==> config.mk <==
export PLATFORM = sky130hd
export DESIGN_NAME = slip_frame_receiver
export DESIGN_NICKNAME = d
export VERILOG_FILES = /design/src/rtl/srx_pkg.sv /design/src/rtl/slip_frame_receiver.sv /design/src/rtl/srx_front.sv /design/src/rtl/srx_back.sv
export SDC_FILE = /design/constraint.sdc
export NUM_CORES = 1
export LEC_CHECK = 0
export BUFFER_PORTS_ARGS = -buffer_cell sky130_fd_sc_hd__buf_2
export CAP_MARGIN = 15
export CORE_ASPECT_RATIO = 1.5
export CORE_MARGIN = 5
export CORE_UTILIZATION = 45
export DETAILED_ROUTE_END_ITERATION = 10
export PLACE_DENSITY = 0.74
export SETUP_SLACK_MARGIN = 0.4
export SYNTH_ARGS = -nofsm -noshare
export SYNTH_HDL_FRONTEND = slang
export SYNTH_SLANG_ARGS = --single-unit
==> constraint.sdc <==
create_clock -name clk -period 5.35 [get_ports clk]
set_clock_uncertainty 0.05 [all_clocks]
set_input_delay 0.535 -clock clk [delete_from_list [all_inputs] [get_ports clk]]
set_output_delay 0.535 -clock clk [all_outputs]
set_load 0.01 [all_outputs]
==> src/rtl/srx_pkg.sv <==
// SLIP receiver package: delimiter codes, word classes, status codes and the
// structs used by the front queue, the decode back end and the top level.
// No dependencies.
package srx_pkg;

    // SLIP special characters
    localparam logic [7:0] SLIP_FEND  = 8'hC0;
    localparam logic [7:0] SLIP_FESC  = 8'hDB;
    localparam logic [7:0] SLIP_TFEND = 8'hDC;
    localparam logic [7:0] SLIP_TFESC = 8'hDD;

    // Reset value of the raw byte limit
    localparam logic [15:0] RAW_LIMIT_RESET = 16'hFF;

    // Status codes reported with every result word
    localparam logic [2:0] ST_IDLE     = 3'd0;
    localparam logic [2:0] ST_WAIT     = 3'd1;
    localparam logic [2:0] ST_RECV     = 3'd2;
    localparam logic [2:0] ST_COMPLETE = 3'd3;
    localparam logic [2:0] ST_OVERFLOW = 3'd4;

    // Class of a raw line byte, worked out on entry to the queue
    typedef enum logic [2:0] {
        KIND_OTHER,
        KIND_FEND,
        KIND_FESC,
        KIND_TFEND,
        KIND_TFESC
    } byte_kind_t;

    // One queued word: an arm command or a classified raw byte
    typedef struct packed {
        logic       arm;
        byte_kind_t kind;
        logic [7:0] data;
    } srx_item_t;

    // One result word
    typedef struct packed {
        logic        data_valid;
        logic [7:0]  data_out;
        logic        frame_end;
        logic [2:0]  status;
        logic        escape_error;
        logic [15:0] payload_length;
    } srx_result_t;

    // Map a raw byte to its class
    function automatic byte_kind_t classify_byte(input logic [7:0] b);
        byte_kind_t k;
        case (b)
            SLIP_FEND:  k = KIND_FEND;
            SLIP_FESC:  k = KIND_FESC;
            SLIP_TFEND: k = KIND_TFEND;
            SLIP_TFESC: k = KIND_TFESC;
            default:    k = KIND_OTHER;
        endcase
        return k;
    endfunction

endpackage

==> src/rtl/slip_frame_receiver.sv <==
// SLIP frame receiver top level: raw byte limit register, front queue and
// decode back end. Uses srx_pkg, srx_front and srx_back.
//
// Takes one input word per clock while s_axis_tready is high (an arm command
// or a raw line byte) and returns exactly one result word for each, one per
// clock when the output side keeps m_axis_tready high; a result word passes
// through the queue and then the output register, where it is held until
// taken. The input queue holds QUEUE_DEPTH words; s_axis_tready drops while
// it is full. Decoded bytes are not buffered: a consumer drops a frame whose
// closing word (tlast) shows escape_error.
// Write cfg_wdata (raw byte limit, opening delimiter included) only while no
// word is in flight.
module slip_frame_receiver #(
    parameter int QUEUE_DEPTH = 4
) (
    input  logic        clk,
    input  logic        rst_n,
    // Configuration: raw byte limit
    input  logic        cfg_we,
    input  logic [15:0] cfg_wdata,
    // Input stream
    input  logic        s_axis_tvalid,
    output logic        s_axis_tready,
    input  logic [7:0]  s_axis_tdata,   // [7:0] rx_byte
    input  logic        s_axis_tuser,   // [0] req_type
    // Output stream
    output logic        m_axis_tvalid,
    input  logic        m_axis_tready,
    output logic [31:0] m_axis_tdata,   // [7:0] data_out, [10:8] status,
                                        // [11] escape_error,
                                        // [27:12] payload_length, [31:28] zero
    output logic        m_axis_tuser,   // [0] data_valid
    output logic        m_axis_tlast    // frame_end
);
    import srx_pkg::*;

    logic [15:0]  raw_limit_reg;
    logic         head_valid;
    srx_item_t    head;
    logic         pop;
    srx_result_t  out_word;

    // Hold the raw byte limit
    always_ff @(posedge clk or negedge rst_n)
    begin
        if (!rst_n)
        begin
            raw_limit_reg <= RAW_LIMIT_RESET;
        end
        else if (cfg_we)
        begin
            raw_limit_reg <= cfg_wdata;
        end
    end

    srx_front #(
        .DEPTH (QUEUE_DEPTH)
    ) u_front (
        .clk        (clk),
        .rst_n      (rst_n),
        .in_valid   (s_axis_tvalid),
        .in_ready   (s_axis_tready),
        .in_arm     (s_axis_tuser),
        .in_byte    (s_axis_tdata),
        .head_valid (head_valid),
        .head       (head),
        .pop        (pop)
    );

    srx_back u_back (
        .clk        (clk),
        .rst_n      (rst_n),
        .raw_limit  (raw_limit_reg),
        .head_valid (head_valid),
        .head       (head),
        .pop        (pop),
        .out_valid  (m_axis_tvalid),
        .out_ready  (m_axis_tready),
        .out_word   (out_word)
    );

    // Pack the result word
    assign m_axis_tdata = {4'd0, out_word.payload_length, out_word.escape_error,
                           out_word.status, out_word.data_out};
    assign m_axis_tuser = out_word.data_valid;
    assign m_axis_tlast = out_word.frame_end;

endmodule

==> src/rtl/srx_front.sv <==
// SLIP receiver front end: accepts input words, classifies each byte and
// holds the words in a short queue for the decode back end. Uses srx_pkg.
module srx_front #(
    parameter int DEPTH = 4
) (
    input  logic              clk,
    input  logic              rst_n,
    input  logic              in_valid,
    output logic              in_ready,
    input  logic              in_arm,
    input  logic [7:0]        in_byte,
    output logic              head_valid,
    output srx_pkg::srx_item_t head,
    input  logic              pop
);
    import srx_pkg::*;

    localparam int PTR_W = (DEPTH > 1) ? $clog2(DEPTH) : 1;
    localparam int CNT_W = $clog2(DEPTH + 1);
    localparam logic [PTR_W-1:0] LAST_PTR = PTR_W'(DEPTH - 1);
    localparam logic [CNT_W-1:0] FULL_CNT = CNT_W'(DEPTH);

    srx_item_t            queue_mem [DEPTH];
    logic [PTR_W-1:0]     wr_ptr_reg, wr_ptr_next;
    logic [PTR_W-1:0]     rd_ptr_reg, rd_ptr_next;
    logic [CNT_W-1:0]     count_reg, count_next;
    logic                 push;
    srx_item_t            push_item;

    assign in_ready   = (count_reg != FULL_CNT);
    assign push       = in_valid && in_ready;
    assign head_valid = (count_reg != '0);
    assign head       = queue_mem[rd_ptr_reg];

    // Classify the byte as it enters
    always_comb
    begin
        push_item.arm  = in_arm;
        push_item.kind = classify_byte(in_byte);
        push_item.data = in_byte;
    end

    // Advance pointers and occupancy
    always_comb
    begin
        wr_ptr_next = wr_ptr_reg;
        rd_ptr_next = rd_ptr_reg;
        count_next  = count_reg;
        if (push)
        begin
            wr_ptr_next = (wr_ptr_reg == LAST_PTR) ? '0 : wr_ptr_reg + 1'b1;
        end
        if (pop)
        begin
            rd_ptr_next = (rd_ptr_reg == LAST_PTR) ? '0 : rd_ptr_reg + 1'b1;
        end
        if (push && !pop)
        begin
            count_next = count_reg + 1'b1;
        end
        else if (pop && !push)
        begin
            count_next = count_reg - 1'b1;
        end
    end

    always_ff @(posedge clk or negedge rst_n)
    begin
        if (!rst_n)
        begin
            wr_ptr_reg <= '0;
            rd_ptr_reg <= '0;
            count_reg  <= '0;
        end
        else
        begin
            wr_ptr_reg <= wr_ptr_next;
            rd_ptr_reg <= rd_ptr_next;
            count_reg  <= count_next;
        end
    end

    // Store the incoming word
    always_ff @(posedge clk)
    begin
        if (push)
        begin
            queue_mem[wr_ptr_reg] <= push_item;
        end
    end

endmodule

==> src/rtl/srx_back.sv <==
// SLIP receiver back end: frame state machine, escape decoding, counters and
// the output register. Takes classified words from srx_front. Uses srx_pkg.
module srx_back (
    input  logic               clk,
    input  logic               rst_n,
    input  logic [15:0]        raw_limit,
    input  logic               head_valid,
    input  srx_pkg::srx_item_t head,
    output logic               pop,
    output logic               out_valid,
    input  logic               out_ready,
    output srx_pkg::srx_result_t out_word
);
    import srx_pkg::*;

    typedef enum logic [1:0] {
        MODE_IDLE,
        MODE_WAIT,
        MODE_RECV,
        MODE_OVERFLOW
    } mode_t;

    mode_t        mode_reg, mode_next;
    logic         esc_pend_reg, esc_pend_next;
    logic         bad_esc_reg, bad_esc_next;
    logic [15:0]  raw_cnt_reg, raw_cnt_next;
    logic [15:0]  dec_cnt_reg, dec_cnt_next;
    logic         out_valid_reg;
    srx_result_t  out_word_reg;
    srx_result_t  res;

    // Take a word when the output register is free or being drained
    assign pop       = head_valid && (!out_valid_reg || out_ready);
    assign out_valid = out_valid_reg;
    assign out_word  = out_word_reg;

    // Decode one word
    always_comb
    begin
        mode_next     = mode_reg;
        esc_pend_next = esc_pend_reg;
        bad_esc_next  = bad_esc_reg;
        raw_cnt_next  = raw_cnt_reg;
        dec_cnt_next  = dec_cnt_reg;
        res           = '0;
        res.status    = ST_IDLE;

        if (head.arm)
        begin
            mode_next     = MODE_WAIT;
            esc_pend_next = 1'b0;
            bad_esc_next  = 1'b0;
            raw_cnt_next  = '0;
            dec_cnt_next  = '0;
            res.status    = ST_WAIT;
        end
        else
        begin
            case (mode_reg)
                MODE_WAIT:
                begin
                    if (head.kind == KIND_FEND)
                    begin
                        mode_next     = MODE_RECV;
                        esc_pend_next = 1'b0;
                        bad_esc_next  = 1'b0;
                        raw_cnt_next  = 16'd1;
                        dec_cnt_next  = '0;
                        res.status    = ST_RECV;
                    end
                    else
                    begin
                        res.status = ST_WAIT;
                    end
                end
                MODE_RECV:
                begin
                    if (raw_cnt_reg >= raw_limit)
                    begin
                        // Drop the byte and hold overflow until re-armed
                        mode_next  = MODE_OVERFLOW;
                        res.status = ST_OVERFLOW;
                    end
                    else
                    begin
                        raw_cnt_next = raw_cnt_reg + 16'd1;
                        if (head.kind == KIND_FEND)
                        begin
                            // Close the frame
                            res.frame_end    = 1'b1;
                            res.escape_error = bad_esc_reg || esc_pend_reg;
                            esc_pend_next    = 1'b0;
                            mode_next        = MODE_IDLE;
                            res.status       = ST_COMPLETE;
                        end
                        else
                        begin
                            if (bad_esc_reg)
                            begin
                                // Rest of the frame is suppressed
                            end
                            else if (esc_pend_reg)
                            begin
                                esc_pend_next = 1'b0;
                                if (head.kind == KIND_TFEND)
                                begin
                                    res.data_valid = 1'b1;
                                    res.data_out   = SLIP_FEND;
                                end
                                else if (head.kind == KIND_TFESC)
                                begin
                                    res.data_valid = 1'b1;
                                    res.data_out   = SLIP_FESC;
                                end
                                else
                                begin
                                    bad_esc_next = 1'b1;
                                end
                            end
                            else if (head.kind == KIND_FESC)
                            begin
                                esc_pend_next = 1'b1;
                            end
                            else
                            begin
                                res.data_valid = 1'b1;
                                res.data_out   = head.data;
                            end
                            if (res.data_valid)
                            begin
                                dec_cnt_next = dec_cnt_reg + 16'd1;
                            end
                            res.status = ST_RECV;
                        end
                    end
                end
                MODE_OVERFLOW:
                begin
                    res.status = ST_OVERFLOW;
                end
                default:
                begin
                    res.status = ST_IDLE;
                end
            endcase
        end
        res.payload_length = dec_cnt_next;
    end

    // Hold frame state and the result register
    always_ff @(posedge clk or negedge rst_n)
    begin
        if (!rst_n)
        begin
            mode_reg      <= MODE_IDLE;
            esc_pend_reg  <= 1'b0;
            bad_esc_reg   <= 1'b0;
            raw_cnt_reg   <= '0;
            dec_cnt_reg   <= '0;
            out_valid_reg <= 1'b0;
            out_word_reg  <= '0;
        end
        else
        begin
            if (pop)
            begin
                mode_reg      <= mode_next;
                esc_pend_reg  <= esc_pend_next;
                bad_esc_reg   <= bad_esc_next;
                raw_cnt_reg   <= raw_cnt_next;
                dec_cnt_reg   <= dec_cnt_next;
                out_valid_reg <= 1'b1;
                out_word_reg  <= res;
            end
            else if (out_ready)
            begin
                out_valid_reg <= 1'b0;
            end
        end
    end

endmodule

# Word-level counts from Yosys, hierarchy flattened
# Memories as Yosys holds them, arrays and structs flattened.
# Index checks and enable logic that the tools add are counted.
# W data, S select, Z words.
[word_totals] input_bits=30 out_inout_bits=36 reg_bits=74 memories=1 mem_bits_rw=48
[mem_list] name="u_front.queue_mem" depth=4 word_bits=12 read_ports=1 rd_clocked_by_memory_dff=0 write_ports=1 line_no="srx_front.sv:23" source="srx_item_t queue_mem [DEPTH];"
[op_classes] mux=63 order_cmp=1 addsub=6 eq_ne=20 reduce_logical=18
[op_table] op="$mux W16" count=8
[op_table] op="$mux W9" count=10
[op_table] op="$pmux W16 S2" count=2
[op_table] op="$add A16 B1 Y16 const B" count=2
[op_table] op="$eq A8 B8 Y1 const B" count=4
[op_table] op="$mux W10" count=3
[op_table] op="$mux W1" count=24
[op_table] op="$ge A16 B16 Y1" count=1
[op_table] op="$mux W2" count=7
[op_table] op="$mux W3" count=4
[op_table] op="$ne A3 B3 Y1 const B" count=4
[op_table] op="$pmux W3 S4" count=1
[op_table] op="$reduce_and A5 Y1" count=2
[op_table] op="$pmux W3 S3" count=1
[op_table] op="$eq A2 B2 Y1 const B" count=4
[op_table] op="$reduce_and A4 Y1" count=2
[op_table] op="$eq A3 B2 Y1 const B" count=2
[op_table] op="$reduce_and A6 Y1" count=1
[op_table] op="$reduce_bool A3 Y1" count=2
[op_table] op="$add A2 B1 Y2 const B" count=2
[op_table] op="$logic_and A1 B1 Y1" count=4
[op_table] op="$ne A4 B2 Y1 const B" count=1
[op_table] op="$ne A4 B4 Y1 const B" count=1
[op_table] op="$pmux W1 S2" count=2
[op_table] op="10 further kinds" count=14

# Longest topological paths before layout
# Gate-level depths: netlist of the first run.
# An unclocked memory read counts as a cell.
[logic_depth] depth_word=15 mapped_depth=11

# Cells and area by module
# A second synthesis of the first run with hierarchy kept.
[unflattened] hier_cells=512 hier_area_um2=6074.6
[modules_own_cells] module="srx_back" n_inst=1 cells_per_inst=361 area_each_um2=3140.5
[modules_own_cells] module="srx_front" n_inst=1 cells_per_inst=112 area_each_um2=2240.9
[modules_own_cells] module="slip_frame_receiver" n_inst=1 cells_per_inst=39 area_each_um2=693.2

# Worst setup path before layout of the first run
# Ideal clock, no wire load.
[synth_timing] path_type="register -> register" startpoint="register raw_limit_reg[0]" endpoint="register u_back.dec_cnt_reg[13]" setup_time_ns=0.124 path_stages_with_launch=10 arrival_time_ns=2.445 n_path_buf=2 setup_slack_ns=2.730 path_cell_list="dfstp_2 ha_1 nand2b_1 a2111o_1 a32oi_1 clkbuf_1 and4_1 clkbuf_1 a31o_2 nand3_1"
[synth_via] elab_chain_cells=3
[synth_rtl] element="start: declaration" line_no="slip_frame_receiver.sv:37" source="logic [15:0] raw_limit_reg;"
[synth_rtl] element="start signal: assignment" line_no="slip_frame_receiver.sv:52" source="raw_limit_reg <= cfg_wdata;"
[synth_rtl] element="$ge A16 B16 Y1" line_no="srx_back.sv:78" source="if (raw_cnt_reg >= raw_limit)"
[synth_rtl] element="$ne A3 B3 Y1 (no source line)"
[synth_rtl] element="$reduce_and A6 Y1 (no source line)"
[synth_rtl] element="end signal: assignment" line_no="srx_back.sv:171" source="dec_cnt_reg <= dec_cnt_next;"
[synth_rtl] element="end: declaration" line_no="srx_back.sv:27" source="logic [15:0] dec_cnt_reg, dec_cnt_next;"
# Every way passes these cells.
# A chain may end at the register's enable or synchronous reset.

# Worst setup path in the final report of the first run
[layout_timing] startpoint="register u_front.rd_ptr_reg[0]" endpoint="register u_back.dec_cnt_reg[12]"
[layout_via] elab_chain_cells=12 word_cells_on_any_way=21
[layout_rtl] element="start: declaration" line_no="srx_front.sv:25" source="logic [PTR_W-1:0] rd_ptr_reg, rd_ptr_next;"
[layout_rtl] element="start signal: assignment" line_no="srx_front.sv:78" source="rd_ptr_reg <= rd_ptr_next;"
[layout_rtl] element="$mem_v2 Z4 W12 (*)"
[layout_rtl] element="$eq A3 B3 Y1" line_no="srx_back.sv:110" source="else if (head.kind == KIND_TFESC)"
[layout_rtl] element="$mux W9" line_no="srx_back.sv:110"
[layout_rtl] element="$mux W9" line_no="srx_back.sv:105" source="if (head.kind == KIND_TFEND)"
[layout_rtl] element="$mux W9" line_no="srx_back.sv:102" source="else if (esc_pend_reg)"
[layout_rtl] element="$mux W9" line_no="srx_back.sv:98" source="if (bad_esc_reg)"
[layout_rtl] element="$mux W9" line_no="srx_back.sv:87" source="if (head.kind == KIND_FEND)"
[layout_rtl] element="$mux W9" line_no="srx_back.sv:78"
[layout_rtl] element="$mux W9" line_no="srx_back.sv:59" source="case (mode_reg)"
[layout_rtl] element="$mux W9" line_no="srx_back.sv:48" source="if (head.arm)"
[layout_rtl] element="$ne A3 B3 Y1 (no source line)"
[layout_rtl] element="$reduce_and A6 Y1 (no source line)"
# Every way passes the cells marked *; elsewhere a longest branch is shown, timed or not. The select of a mux whose other input is x is not followed.

==> impl_metrics.py, run 1 <==
metrics = {
    "cells_and_area": {
        "fill_cells": 1137,
        "fin_cells": 797,
        "drive_gt1_frac": 0.203,
        "diodes": 0,
        "largest_reg_flops": 48,
        "top_register": "u_front.queue_mem",
        "nets": 681,
        "syn2layout_area_growth_pct": 16.9,
    },
    "detailed_routing": {
        "ant_nets": 0,
        "drt_iter0_drc": 202,
        "post_drt_wl_per_cell_um": 17.1,
        "wl_um": 13700,
        "vias": 4573,
        "drc": 0,
        "dr.pass1.iters": 7,
        "routed_via_density": 5.74,
    },
    "die": {
        "die_h_um": 153,
        "die_area_um2": 16200,
        "die_w_um": 106,
        "rows": 52,
        "initial_utilization": 0.458,
        "coreArea_um2": 13500,
        "boundaryPins": 66,
    },
    "critical_path": {
        "worst_path_max_delay_cell": "dfrtp_1",
        "worstRegToRegCells": 6,
        "worst-path-buf-inv": 0,
        "cp-end-kind": "register",
        "critical_path_class": "reg -> reg",
        "cp_top_family": "compound AO/OA/AOI/OAI gates",
        "r2r-start": "u_front.rd_ptr_reg[0]$_DFFE_PN0P_",
        "ff2ff_setup_slack_ns": 1.74,
        "worst_ep_arrival_time_ns": 3.87,
        "start_kind": "register",
        "cp_cell_sequence": "mux4_2 > nand3b_1 > o311ai_4 > nand4_1 > o311a_1 > a211o_1",
        "r2r-end": "u_back.dec_cnt_reg[12]$_DFFE_PN0P_",
        "max_stage_delay_ns": 0.88,
        "critPathRequiredTime_ns": 5.60,
        "crit_fanout": 20,
    },
    "flow_run": {
        "maxCapViolCount": 0,
    },
    "logic_synthesis": {
        "synth_top_area_share": 0.268,
        "synth.distinct_cells": 62,
        "syn_area_per_cell_um2": 10.9,
        "synthTopCellsByArea": "dfrtp_1, edfxtp_1, ha_1",
        "synth_cells": 566,
        "async_flop_share": 0.607,
        "synth_edf_count": 48,
        "ys_ff_latch": 122,
        "ys_seq_area_frac": 0.535,
        "yosysWarnings": 0,
        "yosys.area.top_type": "dfrtp_1",
        "synth_area_um2": 6170,
        "synth_ff_type": "dfrtp_1",
    },
    "timing": {
        "setup_viol": 0,
        "report.final.hold_viol_count": 0,
        "slew_headroom": 0.363,
        "drv_slew": 0,
        "worst_pin_slew_ns": 0.956,
        "min_period_over_period": 0.675,
        "fin_crit_ns": 3.61,
        "max_freq_mhz": 277,
        "rsz0062_at_grt": "false",
        "tns_ns": 0,
    },
    "pwr": {
        "power_frac_comb": 0.301,
        "switching_share": 0.341,
        "power.density_nw_per_um2": 495,
        "seqPwrFrac": 0.364,
        "power.internal_w": 0.00236,
        "max-vdd-ir-drop_mv": 0.357,
        "p_sw_w": 0.00122,
        "leakage_nw": 3.13,
        "power_frac_clock": 0.335,
    },
    "placed_design": {
        "dpl.hpwl_um": 9680,
        "post-place-cells": 765,
        "portBuffers": 61,
        "gp_congestion": 0.841,
    },
    "clock_network": {
        "cts_buffer_depth": 2,
        "clk_pin_slew_ns": 0.06,
        "cts_resized": 0,
        "h-tree-depth": 4,
        "numCtsBuffers": 17,
        "cts_tree": "done",
        "cts-root-buf": "clkbuf_16",
        "clock_sinks": 122,
        "clk_latency_ns": 0.42,
        "cts_hold_buf": 0,
        "cts_setup_buffers": 0,
    },
    "global_routing": {
        "gr-usage-all-layers": 0.177,
        "grt_max_degree": 75,
        "grt-ovfl-total": 0,
        "grt_pass1_vias": 4673,
        "grt_pass1_wl_um": 22700,
        "antenna_found_initial": 0,
    },
    "worst_hold_path": {
        "hold_path.class": "in -> async",
    },
    "outcome": {
        "status": "finished clean",
    },
}
==> Yosys cell counts, drive strengths merged, types with 3 or more instances <==
master  instances
mux4           12
a41oi           3
nand4          17
nor3           10
o311ai          7
and3           10
o31ai           6
a22oi           5
or3             4
or4             3
and2            7
nor4            5
a21oi          18
mux2i           4
a211o           5
ha             28
nor2           25
and4            4
nor2b           4
a31oi           3
nand2          77
o211ai          6
clkbuf         16
o21ai          39
o311a           4
edfxtp         48
nor4b           6
mux2            4
nand2b         10
dfrtp          66
o22ai           4
buf            17
inv            36
dfstp           8
nand3          19
==> layer usage <==
metal	global-route usage	share of wire	up-vias
li1	-	-	2190
met1	0.201	0.38	2218
met5	0	0	-
met3	0.0447	0.050	30
met4	0.0932	0.031	0
met2	0.303	0.54	135
==> cells by family after synthesis <==
family	count (synthesis)	share of synthesized area
DFF	122	0.535
adders and majority gates	29	0.0600
xor gates and xnor gates	3	0.00426
buffers and inverters	69	0.0470
muxes	20	0.0576
AOI/OAI and AO/OA	115	0.125
and+or+nand+nor	207	0.170
other	1	0.000607
==> cells in the final DEF (no fill, tap or decap), drive strengths merged, types with 6 or more instances in the layout <==
cell | Yosys | layout
o211ai | 6 | 6
and3 | 10 | 10
nor2 | 25 | 25
dfrtp | 66 | 66
o31ai | 6 | 6
and2 | 7 | 7
dfstp | 8 | 8
nand2b | 10 | 10
inv | 36 | 37
nand4 | 17 | 17
clkinv | 0 | 7
nand3 | 19 | 19
o311ai | 7 | 7
ha | 28 | 28
mux4 | 12 | 12
nor3 | 10 | 10
edfxtp | 48 | 48
nand2 | 77 | 77
o21ai | 39 | 39
nor4b | 6 | 6
buf | 17 | 67
clkbuf | 16 | 17
a21oi | 18 | 18
==> area by class of cell <==
type | count | area [µm²] | area share
repair buffers | 67 | 353 | 0.0489
clock buffers | 17 | 425 | 0.0589
clock inverters | 15 | 200 | 0.0277
inverters | 36 | 135 | 0.0187
flip-flops and latches | 122 | 3300 | 0.458
multi-input cells | 378 | 2600 | 0.360
well taps | 162 | 203 | 0.0281
==> worst max path at each step <==
stage,start,end,cells past startpoint
after global routing,u_front.rd_ptr_reg[0]$_DFFE_PN0P_,u_back.dec_cnt_reg[12]$_DFFE_PN0P_,6
after detailed placement,u_front.rd_ptr_reg[0]$_DFFE_PN0P_,u_back.dec_cnt_reg[12]$_DFFE_PN0P_,6
after floorplan,raw_limit_reg[0]$_DFFE_PN1P_,u_back.dec_cnt_reg[13]$_DFFE_PN0P_,9
after global placement,u_front.rd_ptr_reg[0]$_DFFE_PN0P_,u_back.dec_cnt_reg[12]$_DFFE_PN0P_,5
after CTS,u_front.rd_ptr_reg[0]$_DFFE_PN0P_,u_back.dec_cnt_reg[12]$_DFFE_PN0P_,6
final,u_front.rd_ptr_reg[0]$_DFFE_PN0P_,u_back.dec_cnt_reg[12]$_DFFE_PN0P_,6
==> through the flow <==
step                instance area (µm²)  utilization  setup slack [ns]  hold WS (ns)  total power [W]
finish                             7220        0.536              1.74         0.231          0.00357
global route                       7220        0.536              1.42         0.270          0.00378
CTS                                7220        0.536              1.70         0.255          0.00361
detailed placement                 6590        0.489              1.70         0.408          0.00239
global placement                   6590        0.489              1.81         0.406          0.00234
floorplan                          6180            -              2.73         0.189          0.00209
==> power by group through the flow <==
stage	Sequential [W]	Clock, W	Combinational, W
after floorplan	0.00127	0	0.000826
after global placement	0.00131	0	0.00103
after detailed placement	0.00132	0	0.00107
after CTS	0.00130	0.00122	0.00108
after global routing	0.00133	0.00126	0.00119
final	0.00130	0.00120	0.00107
(Power assumes the default switching activity.)
==> inputs of run 2 (changes only) <==
==> constraint.sdc (replaced) <==
create_clock -name clk -period 3.5 [get_ports clk]
set_clock_uncertainty 0.05 [all_clocks]
set_input_delay 0.35 -clock clk [delete_from_list [all_inputs] [get_ports clk]]
set_output_delay 0.35 -clock clk [all_outputs]
set_load 0.01 [all_outputs]
==> impl_metrics.py, run 2 (synthesis results as in run 1) <==
metrics = {
    "timing": {
        "drv_slew": 0,
        "max_freq_mhz": 349,
        "tns_ns": 0,
        "report.final.hold_viol_count": 0,
        "worst_pin_slew_ns": 0.954,
        "setup_viol": 0,
        "fin_crit_ns": 2.86,
        "rsz0062_at_grt": "false",
        "min_period_over_period": 0.818,
        "slew_headroom": 0.364,
    },
    "critical_path": {
        "crit_start": "u_front.rd_ptr_reg[1]$_DFFE_PN0P_",
        "r2r-start": "u_front.rd_ptr_reg[1]$_DFFE_PN0P_",
        "crit_fanout": 14,
        "start_kind": "register",
        "max_stage_delay_ns": 0.75,
        "worst_path_max_delay_cell": "dfrtp_1",
        "cp_cell_sequence": "mux4_2 > nor4b_1 > a2bb2oi_2 > buf_4 > or4_1 > a21boi_0",
        "ff2ff_setup_slack_ns": 0.64,
        "worstRegToRegCells": 6,
        "worst_ep_arrival_time_ns": 3.15,
        "critical_path_class": "reg -> reg",
        "cp-end-kind": "register",
        "r2r-end": "u_back.raw_cnt_reg[10]$_DFFE_PN0P_",
        "critPathRequiredTime_ns": 3.79,
    },
    "die": {
        "coreArea_um2": 13500,
        "rows": 52,
        "die_h_um": 153,
        "die_area_um2": 16200,
        "boundaryPins": 66,
        "die_w_um": 106,
        "initial_utilization": 0.458,
    },
    "clock_network": {
        "cts_setup_buffers": 0,
        "cts_buffer_depth": 2,
        "h-tree-depth": 4,
        "cts_tree": "done",
        "cts-root-buf": "clkbuf_16",
        "clock_sinks": 122,
        "clk_latency_ns": 0.42,
        "clk_pin_slew_ns": 0.06,
        "numCtsBuffers": 17,
    },
    "placed_design": {
        "dpl.hpwl_um": 9810,
        "gp_congestion": 0.861,
        "portBuffers": 61,
        "post-place-cells": 771,
    },
    "pwr": {
        "power_frac_comb": 0.317,
        "p_sw_w": 0.00187,
        "power_frac_clock": 0.319,
        "switching_share": 0.344,
        "max-vdd-ir-drop_mv": 0.554,
        "power.density_nw_per_um2": 753,
        "leakage_nw": 3.14,
        "finalPower_w": 0.00545,
        "power.internal_w": 0.00357,
        "seqPwrFrac": 0.364,
    },
    "detailed_routing": {
        "dr.pass1.iters": 5,
        "routed_via_density": 5.79,
        "ant_nets": 0,
        "post_drt_wl_per_cell_um": 17.6,
        "wl_um": 14100,
        "vias": 4647,
        "drc": 0,
        "drt_iter0_drc": 235,
    },
    "global_routing": {
        "grt-ovfl-total": 0,
        "grt_pass1_wl_um": 23200,
        "gr-usage-all-layers": 0.180,
        "grt_pass1_vias": 4674,
        "antenna_found_initial": 0,
        "grt_max_degree": 75,
    },
    "cells_and_area": {
        "fin_cells": 803,
        "syn2layout_area_growth_pct": 17.2,
        "layout_common_cells": "nand2_1, dfrtp_1, buf_2",
        "final_common_cell": "nand2_1",
        "drive_gt1_frac": 0.215,
        "top_register": "u_front.queue_mem",
        "nets": 687,
        "diodes": 0,
        "largest_reg_flops": 48,
    },
    "flow_run": {
        "maxCapViolCount": 0,
    },
    "worst_hold_path": {
        "hold_path.class": "in -> async",
    },
    "outcome": {
        "status": "finished clean",
    },
}
[run 2: stage by stage]
stage               hold WS, ns  setup WS [ns]  area (µm²)   util
global placement          0.427          0.558        6640  0.493
CTS                      0.0694          0.460        7220  0.536
finish                   0.0413          0.636        7230  0.537
floorplan               0.00441          0.880        6180      -
detailed placement        0.434          0.467        6640  0.493
global route              0.101          0.440        7230  0.537
[run 2: cell type report]
type	instances	area (µm²)
clock buffers	19	433
clock inverters	13	154
repair buffers	73	398
fillers	1132	6230
inverters	36	135
flip-flops and latches	122	3300
multi-input cells	378	2610
well taps	162	203
[run 2: how the worst max path moves through the flow]
stage	cells past startpoint	to	slack (ns)
4_1_cts	6	u_back.dec_cnt_reg[10]$_DFFE_PN0P_	0.46
2_1_floorplan	9	u_back.dec_cnt_reg[13]$_DFFE_PN0P_	0.88
5_1_grt	7	u_back.raw_cnt_reg[4]$_DFFE_PN0P_	0.44
6_report	6	u_back.raw_cnt_reg[10]$_DFFE_PN0P_	0.64
3_3_place_gp	6	u_back.raw_cnt_reg[11]$_DFFE_PN0P_	0.56
3_5_place_dp	6	u_back.raw_cnt_reg[11]$_DFFE_PN0P_	0.47
[run 2: critical path, delay by kind of cell, from the launching register on]
kind,cells,cell delay [ns]
flops,1,0.75
mux,1,0.51
simple gates,2,0.88
compound gates,2,0.37
buf+inv,1,0.22
[run 2: repair_timing]
action                     CTS  global route
hold buffers                 0             0
gates resized for setup      0             4
setup endpoints to repair    0            23
[run 2: layer usage]
| layer | share of wire | up-vias | global-route usage | routed length [µm] |
|---|---|---|---|---|
| met5 | 0 | - | 0 | 0 |
| met4 | 0.017 | 0 | 0.0710 | 235 |
| met3 | 0.047 | 21 | 0.0460 | 656 |
| met2 | 0.55 | 129 | 0.321 | 7830 |
| met1 | 0.38 | 2295 | 0.204 | 5380 |
| li1 | - | 2202 | - | - |
[run 2: power by group through the flow]
| stage | logic [W] | registers [W] | clock network, W |
|---|---|---|---|
| 2_1_floorplan | 0.00126 | 0.00194 | 0 |
| 3_3_place_gp | 0.00163 | 0.00199 | 0 |
| 3_5_place_dp | 0.00171 | 0.00200 | 0 |
| 4_1_cts | 0.00173 | 0.00198 | 0.00176 |
| 5_1_grt | 0.00191 | 0.00201 | 0.00183 |
| 6_report | 0.00173 | 0.00198 | 0.00174 |
